==> config.mk <==
export PLATFORM = sky130hd
export DESIGN_NAME = dda_line_rasterizer_unit
export DESIGN_NICKNAME = d
export VERILOG_FILES = /design/src/rtl/core/dda_lr_pkg.sv /design/src/rtl/core/dda_lr_div.sv /design/src/rtl/core/dda_lr_walker.sv /design/src/rtl/core/dda_line_rasterizer_unit.sv
export VERILOG_INCLUDE_DIRS = /design/src /design/src/rtl/core
export SDC_FILE = /design/constraint.sdc
export NUM_CORES = 1
export LEC_CHECK = 0
export BUFFER_PORTS_ARGS = -buffer_cell sky130_fd_sc_hd__buf_2
export CELL_PAD_IN_SITES_DETAIL_PLACEMENT = 2
export CELL_PAD_IN_SITES_GLOBAL_PLACEMENT = 2
export CORE_MARGIN = 2
export CORE_UTILIZATION = 36
export DETAILED_ROUTE_END_ITERATION = 10
export PLACE_DENSITY = 0.79
export SETUP_SLACK_MARGIN = 0.5
export SYNTH_ARGS = -nofsm -noshare
export SYNTH_HDL_FRONTEND = slang
export SYNTH_SLANG_ARGS = --single-unit
==> constraint.sdc <==
create_clock -name aclk -period 5.4 [get_ports aclk]
set_input_delay 0.54 -clock aclk [delete_from_list [all_inputs] [get_ports aclk]]
set_output_delay 0.54 -clock aclk [all_outputs]
set_load 0.02 [all_outputs]
==> src/rtl/core/dda_line_rasterizer_unit_macros.svh <==
// Assertion macros shared by the line rasterizer RTL.
`ifndef DDA_LINE_RASTERIZER_UNIT_MACROS_SVH
`define DDA_LINE_RASTERIZER_UNIT_MACROS_SVH

// Same-cycle implication, disabled while reset is asserted.
`define DLR_ASSERT_NOW(label, clk, rstn, ante, cons) \
    label: assert property (@(posedge clk) disable iff (!rstn) (ante) |-> (cons)) \
        else $error("dda line rasterizer: same-cycle check failed");

// Next-cycle implication, disabled while reset is asserted.
`define DLR_ASSERT_NEXT(label, clk, rstn, ante, cons) \
    label: assert property (@(posedge clk) disable iff (!rstn) (ante) |=> (cons)) \
        else $error("dda line rasterizer: next-cycle check failed");

`endif

==> src/rtl/core/dda_lr_pkg.sv <==
// Shared types, codes and defaults for the DDA line rasterizer.
package dda_lr_pkg;

    localparam int DDA_LR_COORD_INT_BITS  = 12;
    localparam int DDA_LR_COORD_FRAC_BITS = 8;
    localparam int DDA_LR_STEP_FRAC_BITS  = 16;

    localparam logic [31:0] DDA_LR_COLOR_RESET = 32'hFF00_00FF;

    // item kinds carried on tuser
    localparam logic OP_LOAD = 1'b0;
    localparam logic OP_STEP = 1'b1;

    typedef enum logic [5:0] {
        ST_IDLE  = 6'b000001,
        ST_SPAN  = 6'b000010,
        ST_ABS   = 6'b000100,
        ST_MAX   = 6'b001000,
        ST_DIV_X = 6'b010000,
        ST_DIV_Y = 6'b100000
    } dda_lr_state_t;

    typedef struct packed {
        logic load;   // arm a new line from the setup results
        logic step;   // step item accepted
    } dda_lr_walk_ctrl_t;

    typedef struct packed {
        logic line_active;
        logic out_free;   // output register empty or draining this cycle
    } dda_lr_walk_stat_t;

endpackage

==> src/rtl/core/dda_lr_div.sv <==
// Shared restoring divider: rounded |span| / steps, one quotient bit per cycle.
module dda_lr_div
    import dda_lr_pkg::*;
#(
    parameter int IN_W = DDA_LR_COORD_INT_BITS + DDA_LR_COORD_FRAC_BITS,
    parameter int SF   = DDA_LR_STEP_FRAC_BITS
) (
    input  logic          aclk,
    input  logic          aresetn,
    input  logic          start,
    input  logic [IN_W:0] span_abs,
    input  logic [IN_W:0] steps,
    output logic          done,
    output logic [SF:0]   quotient
);

    localparam int NW = IN_W + SF + 3;
    localparam int DW = IN_W + 2;
    localparam int QW = SF + 1;
    localparam int CW = $clog2(QW);

    logic [DW-1:0] rem_reg;
    logic [DW-1:0] den_reg;
    logic [QW-1:0] low_reg;
    logic [QW-1:0] q_reg;
    logic [CW-1:0] cnt_reg;
    logic          busy_reg;
    logic          done_reg;
    logic          zero_reg;

    logic [NW-1:0] num;
    logic [DW:0]   trial;
    logic [DW:0]   diff;
    logic          ge;

    // numerator = (|span| << (SF+1)) + steps; divisor = 2 * steps
    assign num   = {{(NW-IN_W-1-QW){1'b0}}, span_abs, {QW{1'b0}}}
                 + {{(NW-IN_W-1){1'b0}}, steps};
    assign trial = {rem_reg, low_reg[QW-1]};
    assign diff  = trial - {1'b0, den_reg};
    assign ge    = (trial >= {1'b0, den_reg});

    always_ff @(posedge aclk) begin
        if (!aresetn) begin
            busy_reg <= 1'b0;
            done_reg <= 1'b0;
            cnt_reg  <= '0;
        end else begin
            done_reg <= busy_reg && (cnt_reg == CW'(QW - 1));
            if (start) begin
                busy_reg <= 1'b1;
                cnt_reg  <= '0;
            end else if (busy_reg) begin
                if (cnt_reg == CW'(QW - 1)) begin
                    busy_reg <= 1'b0;
                end
                cnt_reg <= cnt_reg + 1'b1;
            end
        end
    end

    always_ff @(posedge aclk) begin
        if (start) begin
            rem_reg  <= num[NW-1:QW];
            low_reg  <= num[QW-1:0];
            den_reg  <= {steps, 1'b0};
            zero_reg <= (steps == '0);
            q_reg    <= '0;
        end else if (busy_reg) begin
            rem_reg <= ge ? diff[DW-1:0] : trial[DW-1:0];
            low_reg <= {low_reg[QW-2:0], 1'b0};
            q_reg   <= {q_reg[QW-2:0], ge};
        end
    end

    assign done     = done_reg;
    // zero-length line: both increments are zero
    assign quotient = zero_reg ? '0 : q_reg;

endmodule

==> src/rtl/core/dda_lr_walker.sv <==
// Point walker: position accumulators, pixel counter, rounding and output register.
module dda_lr_walker
    import dda_lr_pkg::*;
#(
    parameter int CI = DDA_LR_COORD_INT_BITS,
    parameter int CF = DDA_LR_COORD_FRAC_BITS,
    parameter int SF = DDA_LR_STEP_FRAC_BITS
) (
    input  logic                      aclk,
    input  logic                      aresetn,
    input  dda_lr_walk_ctrl_t         ctrl,
    input  logic signed [CI+CF-1:0]   start_x,
    input  logic signed [CI+CF-1:0]   start_y,
    input  logic [SF:0]               q_x,
    input  logic [SF:0]               q_y,
    input  logic                      neg_x,
    input  logic                      neg_y,
    input  logic [CI+CF:0]            steps,
    input  logic [31:0]               color,
    input  logic                      out_ready,
    output dda_lr_walk_stat_t         stat,
    output logic                      out_valid,
    output logic [CI-1:0]             pixel_x,
    output logic [CI-1:0]             pixel_y,
    output logic [31:0]               pixel_color,
    output logic                      last_pixel
);

    localparam int IN_W = CI + CF;
    localparam int W    = CI + SF + 1;
    localparam int IW   = SF + 2;

    localparam logic [W-1:0]  RND_UP  = {{(W-SF){1'b0}}, 1'b1, {(SF-1){1'b0}}};
    localparam logic [W-1:0]  RND_DN  = RND_UP - {{(W-1){1'b0}}, 1'b1};
    localparam logic [CI-1:0] PIX_MAX = {1'b0, {(CI-1){1'b1}}};
    localparam logic [CI-1:0] PIX_MIN = {1'b1, {(CI-1){1'b0}}};

    logic signed [W-1:0]  pos_x_reg, pos_y_reg;
    logic signed [IW-1:0] inc_x_reg, inc_y_reg;
    logic [CI:0]          left_reg;
    logic                 active_reg;
    logic                 valid_reg;
    logic [CI-1:0]        px_reg, py_reg;
    logic [31:0]          color_reg;
    logic                 last_reg;

    logic signed [W-1:0]  init_x, init_y;
    logic signed [IW-1:0] inc_x_new, inc_y_new;
    logic [CI-1:0]        rnd_x, rnd_y;
    logic                 is_last;
    logic                 emit;

    // start point into step fraction units
    if (SF >= CF) begin : g_scale_up
        logic signed [W-1:0] sx_ext, sy_ext;
        assign sx_ext = {{(W-IN_W){start_x[IN_W-1]}}, start_x};
        assign sy_ext = {{(W-IN_W){start_y[IN_W-1]}}, start_y};
        assign init_x = sx_ext <<< (SF - CF);
        assign init_y = sy_ext <<< (SF - CF);
    end else begin : g_scale_down
        // magnitude shift, so truncation is toward zero
        logic [IN_W-1:0] mx, my, shx, shy;
        assign mx     = start_x[IN_W-1] ? IN_W'(-start_x) : IN_W'(start_x);
        assign my     = start_y[IN_W-1] ? IN_W'(-start_y) : IN_W'(start_y);
        assign shx    = mx >> (CF - SF);
        assign shy    = my >> (CF - SF);
        assign init_x = start_x[IN_W-1] ? -$signed(shx[W-1:0]) : $signed(shx[W-1:0]);
        assign init_y = start_y[IN_W-1] ? -$signed(shy[W-1:0]) : $signed(shy[W-1:0]);
    end

    assign inc_x_new = neg_x ? -$signed({1'b0, q_x}) : $signed({1'b0, q_x});
    assign inc_y_new = neg_y ? -$signed({1'b0, q_y}) : $signed({1'b0, q_y});

    // half away from zero: negative values round with half minus one, then floor
    function automatic logic [CI-1:0] round_sat(input logic signed [W-1:0] p);
        logic [W-1:0] sum;
        logic [CI:0]  r;
        sum = p[W-1] ? (p + RND_DN) : (p + RND_UP);
        r   = sum[W-1:SF];
        if (r[CI] != r[CI-1]) begin
            round_sat = r[CI] ? PIX_MIN : PIX_MAX;
        end else begin
            round_sat = r[CI-1:0];
        end
    endfunction

    assign rnd_x   = round_sat(pos_x_reg);
    assign rnd_y   = round_sat(pos_y_reg);
    assign is_last = (left_reg <= {{CI{1'b0}}, 1'b1});
    assign emit    = ctrl.step && active_reg;

    always_ff @(posedge aclk) begin
        if (!aresetn) begin
            active_reg <= 1'b0;
            left_reg   <= '0;
            valid_reg  <= 1'b0;
            pos_x_reg  <= '0;
            pos_y_reg  <= '0;
            inc_x_reg  <= '0;
            inc_y_reg  <= '0;
        end else begin
            if (ctrl.load) begin
                pos_x_reg  <= init_x;
                pos_y_reg  <= init_y;
                inc_x_reg  <= inc_x_new;
                inc_y_reg  <= inc_y_new;
                left_reg   <= steps[IN_W:CF] + 1'b1;
                active_reg <= 1'b1;
            end else if (emit) begin
                pos_x_reg <= pos_x_reg + {{(W-IW){inc_x_reg[IW-1]}}, inc_x_reg};
                pos_y_reg <= pos_y_reg + {{(W-IW){inc_y_reg[IW-1]}}, inc_y_reg};
                if (is_last) begin
                    left_reg   <= '0;
                    active_reg <= 1'b0;
                end else begin
                    left_reg <= left_reg - 1'b1;
                end
            end
            if (emit) begin
                valid_reg <= 1'b1;
            end else if (out_ready) begin
                valid_reg <= 1'b0;
            end
        end
    end

    always_ff @(posedge aclk) begin
        if (emit) begin
            px_reg    <= rnd_x;
            py_reg    <= rnd_y;
            color_reg <= color;
            last_reg  <= is_last;
        end
    end

    assign stat.line_active = active_reg;
    assign stat.out_free    = !valid_reg || out_ready;
    assign out_valid        = valid_reg;
    assign pixel_x          = px_reg;
    assign pixel_y          = py_reg;
    assign pixel_color      = color_reg;
    assign last_pixel       = last_reg;

endmodule

==> src/rtl/core/dda_line_rasterizer_unit.sv <==
// Top level of the DDA line rasterizer: stream ports, setup sequencer, config register.
// Load item: setup states SPAN, ABS and MAX, then the x and y divisions through the
// shared divider, before s_tready rises again.
// Step item: one per cycle while the output register is free; the pixel appears in the output register the next cycle.
// The divide loop (one shared compare-subtract, one quotient bit a cycle) sets load time.
// aresetn is synchronous, active low: idle, no line armed, color = 0xFF0000FF.
module dda_line_rasterizer_unit
    import dda_lr_pkg::*;
#(
    parameter int COORD_INT_BITS  = DDA_LR_COORD_INT_BITS,
    parameter int COORD_FRAC_BITS = DDA_LR_COORD_FRAC_BITS,
    parameter int STEP_FRAC_BITS  = DDA_LR_STEP_FRAC_BITS
) (
    input  logic aclk,
    input  logic aresetn,

    // configuration: pixel color
    input  logic        cfg_we,
    input  logic [31:0] cfg_wdata,

    // input items
    input  logic s_tvalid,
    output logic s_tready,
    // start_x, start_y, end_x, end_y (signed fixed point), zero padded to bytes
    input  logic [((4*(COORD_INT_BITS+COORD_FRAC_BITS)+7)/8)*8-1:0] s_tdata,
    // op: 0 load line, 1 next pixel
    input  logic [0:0] s_tuser,

    // result items
    output logic m_tvalid,
    input  logic m_tready,
    // pixel_x, pixel_y (signed), color (32 bit), zero padded to bytes
    output logic [((2*COORD_INT_BITS+32+7)/8)*8-1:0] m_tdata,
    // last_pixel
    output logic m_tlast
);

    localparam int CI   = COORD_INT_BITS;
    localparam int CF   = COORD_FRAC_BITS;
    localparam int SF   = STEP_FRAC_BITS;
    localparam int IN_W = CI + CF;
    localparam int M_W  = ((2*CI+32+7)/8)*8;

    `include "dda_line_rasterizer_unit_macros.svh"

    dda_lr_state_t state_reg, state_next;

    logic [31:0] color_reg;

    // captured endpoints
    logic signed [IN_W-1:0] sx_reg, sy_reg, ex_reg, ey_reg;
    // spans, magnitudes, signs and step count
    logic signed [IN_W:0] dx_reg, dy_reg;
    logic [IN_W:0]        ax_reg, ay_reg, steps_reg;
    logic                 neg_x_reg, neg_y_reg;
    logic [SF:0]          qx_reg;
    logic                 div_go_reg;

    logic              s_acc;
    logic              div_done;
    logic [SF:0]       div_q;
    logic [IN_W:0]     div_a;
    dda_lr_walk_ctrl_t walk_ctrl;
    dda_lr_walk_stat_t walk_stat;
    logic [CI-1:0]     px, py;
    logic [31:0]       pcolor;

    // Not ready while a line is being set up, nor while an unclaimed pixel waits.
    assign s_tready = (state_reg == ST_IDLE) && walk_stat.out_free;
    assign s_acc    = s_tvalid && s_tready;

    always_ff @(posedge aclk) begin
        if (!aresetn) begin
            color_reg <= DDA_LR_COLOR_RESET;
        end else if (cfg_we) begin
            color_reg <= cfg_wdata;
        end
    end

    // Setup sequencer: spans, magnitudes, max, then x and y through the divider.
    always_comb begin
        state_next = state_reg;
        case (state_reg)
            ST_IDLE: begin
                if (s_acc && (s_tuser[0] == OP_LOAD)) begin
                    state_next = ST_SPAN;
                end
            end
            ST_SPAN:  state_next = ST_ABS;
            ST_ABS:   state_next = ST_MAX;
            ST_MAX:   state_next = ST_DIV_X;
            ST_DIV_X: begin
                if (div_done) begin
                    state_next = ST_DIV_Y;
                end
            end
            ST_DIV_Y: begin
                if (div_done) begin
                    state_next = ST_IDLE;
                end
            end
            default:  state_next = ST_IDLE;
        endcase
    end

    always_ff @(posedge aclk) begin
        if (!aresetn) begin
            state_reg  <= ST_IDLE;
            div_go_reg <= 1'b0;
        end else begin
            state_reg  <= state_next;
            // one start pulse as each division begins
            div_go_reg <= (state_reg == ST_MAX) || ((state_reg == ST_DIV_X) && div_done);
        end
    end

    always_ff @(posedge aclk) begin
        if (s_acc && (s_tuser[0] == OP_LOAD)) begin
            sx_reg <= s_tdata[IN_W-1:0];
            sy_reg <= s_tdata[2*IN_W-1:IN_W];
            ex_reg <= s_tdata[3*IN_W-1:2*IN_W];
            ey_reg <= s_tdata[4*IN_W-1:3*IN_W];
        end
        if (state_reg == ST_SPAN) begin
            dx_reg <= {ex_reg[IN_W-1], ex_reg} - {sx_reg[IN_W-1], sx_reg};
            dy_reg <= {ey_reg[IN_W-1], ey_reg} - {sy_reg[IN_W-1], sy_reg};
        end
        if (state_reg == ST_ABS) begin
            ax_reg    <= dx_reg[IN_W] ? (IN_W+1)'(-dx_reg) : (IN_W+1)'(dx_reg);
            ay_reg    <= dy_reg[IN_W] ? (IN_W+1)'(-dy_reg) : (IN_W+1)'(dy_reg);
            neg_x_reg <= dx_reg[IN_W];
            neg_y_reg <= dy_reg[IN_W];
        end
        if (state_reg == ST_MAX) begin
            steps_reg <= (ax_reg > ay_reg) ? ax_reg : ay_reg;
        end
        if ((state_reg == ST_DIV_X) && div_done) begin
            qx_reg <= div_q;
        end
    end

    assign div_a = (state_reg == ST_DIV_Y) ? ay_reg : ax_reg;

    dda_lr_div #(
        .IN_W (IN_W),
        .SF   (SF)
    ) u_div (
        .aclk     (aclk),
        .aresetn  (aresetn),
        .start    (div_go_reg),
        .span_abs (div_a),
        .steps    (steps_reg),
        .done     (div_done),
        .quotient (div_q)
    );

    // The y quotient goes straight into the walker on the cycle it finishes.
    assign walk_ctrl.load = (state_reg == ST_DIV_Y) && div_done;
    assign walk_ctrl.step = s_acc && (s_tuser[0] == OP_STEP);

    dda_lr_walker #(
        .CI (CI),
        .CF (CF),
        .SF (SF)
    ) u_walker (
        .aclk        (aclk),
        .aresetn     (aresetn),
        .ctrl        (walk_ctrl),
        .start_x     (sx_reg),
        .start_y     (sy_reg),
        .q_x         (qx_reg),
        .q_y         (div_q),
        .neg_x       (neg_x_reg),
        .neg_y       (neg_y_reg),
        .steps       (steps_reg),
        .color       (color_reg),
        .out_ready   (m_tready),
        .stat        (walk_stat),
        .out_valid   (m_tvalid),
        .pixel_x     (px),
        .pixel_y     (py),
        .pixel_color (pcolor),
        .last_pixel  (m_tlast)
    );

    assign m_tdata = M_W'({pcolor, py, px});

    // No item taken while the sequencer is busy.
    `DLR_ASSERT_NOW(a_busy_not_ready, aclk, aresetn, state_reg != ST_IDLE, !s_tready)
    // A load item starts setup on the next cycle.
    `DLR_ASSERT_NEXT(a_load_starts_setup, aclk, aresetn, s_acc && (s_tuser[0] == OP_LOAD), state_reg == ST_SPAN)
    // Finishing the second division arms a line.
    `DLR_ASSERT_NEXT(a_setup_arms_line, aclk, aresetn, walk_ctrl.load, walk_stat.line_active)
    // A step gives a pixel exactly when a line was armed.
    `DLR_ASSERT_NEXT(a_step_emits_if_active, aclk, aresetn, walk_ctrl.step, m_tvalid == $past(walk_stat.line_active))
    // The divider only reports completion inside a divide state.
    `DLR_ASSERT_NOW(a_div_done_in_div, aclk, aresetn, div_done, (state_reg == ST_DIV_X) || (state_reg == ST_DIV_Y))

endmodule
Word level (Yosys, flattened, before mapping). Cells that the tools add are included.

Order comparisons: 3. $add $sub $neg: 17. Reduce and logical (&&, ||, !) cells: 20. Mux-type cells: 37. Eq/ne operators: 12. Bitwise operators: 2.

Operators by type and width (count): $mux 29 (6); $mux 22 (3); $add 29x15->29 const B (2); $add 29x16->29 const B (2); $add 29x29->29 (2); $mux 17 (3); $mux 12 (4); $mux 21 (2); $neg 21->21 (2); $sub 20x20->21 (2); $mux 20 (2); $add 38x21->39 (1); $mux 13 (3); $mux 18 (2); $neg 17->18 (2); $pmux 6 s6 (1); $ge 23x22->1 (1); $sub 22x22->22 (1); $gt 21x21->1 (1); $logic_not 21->1 (1); $mux 6 (3); $add 13x1->13 const B (1); $le 13x1->1 const B (1); $sub 13x1->13 const B (1); 19 further kinds (42).

Bits of input ports: 118. Output and inout port bits: 59. Word-level logic and storage cells: 129. Register bits after elaboration: 494.

Depth between registers and ports, before layout.
Depth after elaboration: 8. Depth in mapped cells: 19. Mapped depth without buffers: 15.

Hierarchy. A second synthesis with hierarchy kept.

Cell total of the unflattened synthesis: 2663. Area, all modules: 27267.4 µm².

Modules (own cells, without submodules): dda_line_rasterizer_unit (cells an instance 916, sequential area each 6906.6 µm², times used 1, area each 11467.2 µm²); dda_lr_walker (cells an instance 1257, sequential area each 3893.7 µm², times used 1, area each 10716.5 µm²); dda_lr_div (cells an instance 490, sequential area each 2312.2 µm², times used 1, area each 5083.6 µm²).

Worst setup path before layout. No wires, ideal clock.

Path kind: reg-to-reg. From: reg state_reg[1]. To: reg state_reg[2]. Clock period less this slack: 5481 ps. Slack: -81 ps. Path buffers: 0. Arrival time: 5379 ps. Library setup time: 103 ps. Stages on the path, launching flop included: 7. Cells stage by stage: dfxtp_1 or4_4 nor4b_4 nand2_1 nor2_1 o211ai_1 nor4_1.

Word-level cells in the longest chain between the ends: 6.

RTL lines: start, declared (RTL line dda_line_rasterizer_unit.sv:46) `dda_lr_state_t state_reg, state_next;`; start signal, assigned (RTL line dda_line_rasterizer_unit.sv:111) `state_reg <= state_next;`; $eq 6x1->1 (RTL line dda_line_rasterizer_unit.sv:69) `assign s_tready = (state_reg == ST_IDLE) && walk_stat.out_free;`; $logic_and 1x1->1 (RTL line dda_line_rasterizer_unit.sv:69); net s_tready (RTL line dda_line_rasterizer_unit.sv:23) `output logic s_tready,`; $logic_and 1x1->1 (RTL line dda_line_rasterizer_unit.sv:70) `assign s_acc = s_tvalid && s_tready;`; $logic_and 1x1->1 (RTL line dda_line_rasterizer_unit.sv:85) `if (s_acc && (s_tuser[0] == OP_LOAD)) begin`; $ne 2x1->1 (no source line); $reduce_and 3->1 (no source line).

The timed path passes the listed nets, and every way through them passes these cells. A chain may end at the register's enable or synchronous reset.

Worst setup path after layout.
From: reg state_reg[4]. To: reg u_div.rem_reg[19] (data pin).

Word-level cells in the longest chain between the ends: 4.

RTL lines: $eq 6x6->1 (RTL line dda_line_rasterizer_unit.sv:142) `assign div_a = (state_reg == ST_DIV_Y) ? ay_reg : ax_reg;`; $mux 21 (RTL line dda_line_rasterizer_unit.sv:142); $add 38x21->39 (RTL line dda_lr_div.sv:38) `+ {{(NW-IN_W-1){1'b0}}, steps};`; $mux 22 (RTL line dda_lr_div.sv:63) `if (start) begin`; end signal, assigned (RTL line dda_lr_div.sv:64) `rem_reg <= num[NW-1:QW];`; end signal, assigned (RTL line dda_lr_div.sv:70) `rem_reg <= ge ? diff[DW-1:0] : trial[DW-1:0];`; end, declared (RTL line dda_lr_div.sv:22) `logic [DW-1:0] rem_reg;`.

Every way passes these cells.

==> summary.md <==
| Metric | Value |
|---|---|
| Global-route wire length before repair | `144000 um` |
| PortBufs | `~180` |
| Yosys top cell area share | `0.359` |
| Async set-reset flop share out of synthesis | `0` |
| CP required | `5.77 ns` |
| Final Core Density | `0.417` |
| Leakage power | `approximately 12 nW` |
| Worst Hold End | `ex_reg[1]` |
| Core ar. | `74300 sq um` |
| Setup slack, reg-to-reg | `1.54 ns` |
| DR vias | `21400` |
| Share of power burned in registers | `0.456` |
| CP max stage delay | `approximately 0.54 ns` |
| Count leader, synth | `edfxtp_1` |
| Drt drc | `0` |
| Die width | `278 um` |
| Number of synthesized flops with an enable pin | `322` |
| First drt pass iteration count | `4` |
| Reg-to-reg startpoint | `state_reg[4]` |
| H-tree depth | `2` |
| Sink Count | `about 490` |
| Starting Density | `0.363` |
| Final slew viol count | `0` |
| Finish-stage setup viols | `0` |
| Psw | `0.00253 W` |
| Status | `complete, no violations` |
| Seq cells post-synth | `494` |
| Synth top area cells | `edfxtp_1, dfxtp_1, ha_1` |
| Pwr Density | `approximately 310 nW/um^2` |
| Clock share of power | `0.438` |
| Dominant synthesized flop cell | `edfxtp_1` |
| Maxcap violations | `0` |
| IO Pins | `177` |
| Internal power | `0.00718 W` |
| VDD IR max | `0.283 mV` |
| Nets | `a little over 3000` |
| Initial DRC count | `1040` |
| FMAX | `between 200 and 300 MHz` |
| Tcrit/Tclk final | `0.715` |
| Routability Congestion | `0.887` |
| Comb power frac | `0.105` |
| Area grow syn2layout | `14.9%` |
| # hold bufs at CTS | `0` |
| Final Hold Vio Count | `0` |
| Die H | `278 um` |
| Synthesized Nets | `2902` |
| Hold WS | `0.0486 ns` |
| Reg-to-reg critical path endpoint | `u_div.rem_reg[19]` |
| Syn_area_per_cell | `10.3 sq um` |
| Clk root buf | `clkbuf_16` |
| Clock transition at path regs | `around 0.070 ns` |
| Hold path startpoint | `s_tdata[41]` |
| Routed Antenna Nets | `0` |
| CTS resizes | `0` |
| Worst path cell trace | `or4_4, or2_1, a21o_1, ha_1, a21o_1, a21oi_1, nor2b_1, o211ai_2, nor2b_1, nand2_1, xnor2_1, o22ai_1, or2_1` |
| CTS Buf Count | `roughly 60` |
| Unrepaired setup endpoints after global routing | `false` |
| Slew margin rel. | `0.210` |
| Die area | `between 70000 and 80000 sq um` |
| Hold Crit Class | `input port to flop` |
| Layout cells sized above 1 | `0.133` |
| WL final | `just over 90000 um` |
| Hold Path Stages | `1` |
| Synth warn | `0` |
| Tot GR Track Use | `0.238` |
| Synthesized netlist cell count | `2623` |
| Critical path capture point type | `flop` |
| Worst-Margin Slew | `about 1.2 ns` |
| Number of global-route vias before repair | `23800` |
| WS Path Type | `flop to flop` |
| Routed WL per cell | `24.3 um` |
| Slowest cell on crit path | `or4_4` |
| Yosys cell types | `87` |
| Detailed Place HPWL | `~68000 um` |
| Switching Fraction | `0.261` |
| Setup TNS | `0 ns` |
| Worst setup startpoint | `state_reg[4]` |
| Maximum number of pins on one net before global-route repair | `between 70 and 80` |
| Via/cell ratio | `roughly 5.6` |
| Num rows | `100` |
| Sequential share of the synthesized area | `0.486` |
| Final clock skew | `0.0483 ns` |
| Max Buffers Root-to-Sink | `3` |
| Fill count | `7856` |
| Post-Syn Area | `about 27000 sq um` |
| Area leader, netlist | `edfxtp_1` |
| Fin crit period | `3.86 ns` |
| Critical path peak fanout | `11` |
| GRT Residual Overflow | `0` |
| Clk_lat worst skew | `between 0.6 and 0.7 ns` |
| Worst Setup Start Kind | `flop` |
| Crit path DAT | `4.24 ns` |
| R2r worst-path depth | `13` |
| Number of setup buffers added after CTS | `0` |
| CTS tree | `yes` |
| Initial antenna violation count | `4` |
| Top cells by instance count after synthesis | `edfxtp_1, nand2_1, nor2_1` |
==> routing by layer <==
metal / wire [um] / up-vias / global-route usage
li1: - / 9934 / -
met1: 40400 / 10900 / 0.303
met2: 44700 / 440 / 0.409
met3: 4310 / 148 / 0.0426
met4: 3000 / 6 / 0.0780
met5: 31 / - / 0
==> cell usage in the layout, fill, tap and decap left out, types with 9 or more instances in the layout <==
cell type	instances
a21oi_1	191
o31ai_1	29
buf_4	19
and4_1	9
or3_1	17
and2_1	9
o21a_1	17
mux2_2	38
nand2b_1	20
or2_2	10
nor3_1	49
a211oi_1	40
ha_1	155
xor2_1	77
nor4_1	24
o21bai_1	14
nor2b_1	44
xnor2_1	128
o21ai_0	127
inv_1	143
o211ai_1	11
clkbuf_16	60
nand2_1	211
a21o_1	61
clkinv_2	13
a221oi_1	11
nor2_1	209
nand4_1	28
clkbuf_8	10
dfxtp_1	171
o22ai_1	18
edfxtp_1	322
and3_1	32
nand3_1	57
a31oi_1	13
a22oi_1	33
mux2i_1	76
buf_2	176
==> critical path, delay by kind of cell (launching register included) <==
| family | cells | cell delay (ns) |
|---|---|---|
| AND/OR/NAND/NOR | 6 | 1.62 |
| AO/OA/AOI/OAI | 5 | 1.11 |
| flip-flops | 1 | 0.44 |
| adder cells (fa/ha/maj) | 1 | 0.28 |
| XOR/XNOR | 1 | 0.14 |
==> logic make-up after synthesis <==
logic type,Yosys count,synth area share
AOI/OAI and AO/OA,647,0.156
xor gates and xnor gates,205,0.0666
adders and majority gates,163,0.0771
buffers and inverters,243,0.0343
DFF,494,0.486
muxes,114,0.0441
and+or+nand+nor,757,0.136
==> layout make-up <==
cell class,count,area (sq um),area share
multi-input cells,1886,13000,0.418
clock buffers,78,1670,0.0539
repair buffers,196,1040,0.0337
diodes,4,10.0,0.000323
clock inverters,34,430,0.0139
well taps,969,1210,0.0391
inverters,146,552,0.0178
flip-flops and latches,494,13100,0.423
==> power by group through the flow <==
stage               registers [W]  logic (W)  clock network [W]
floorplan                 0.00439   0.000705                  0
global placement          0.00449   0.000927                  0
detailed placement        0.00451    0.00101                  0
CTS                       0.00443    0.00103            0.00435
global route              0.00443    0.00113            0.00450
finish                    0.00443    0.00102            0.00426
==> metrics by stage <==
step	total power [W]	setup slack, ns	instances	area [sq um]
after floorplan	0.00509	1.30	2623	27000
after detailed placement	0.00551	1.55	3691	28900
after CTS	0.00981	1.51	3803	31000
after global placement	0.00542	1.73	3691	28900
final	0.00971	1.54	3807	31000
after global routing	0.0101	1.24	3803	31000
==> how the worst max path moves through the flow <==
stage                                   end  cells after the start
after floorplan                   dx_reg[0]                      4
after global placement    u_div.rem_reg[20]                     16
after detailed placement  u_div.rem_reg[20]                     16
after CTS                 u_div.rem_reg[20]                     16
after global routing      u_div.rem_reg[20]                     16
final                     u_div.rem_reg[19]                     13
Note: power is estimated with default switching activity, not from simulation.
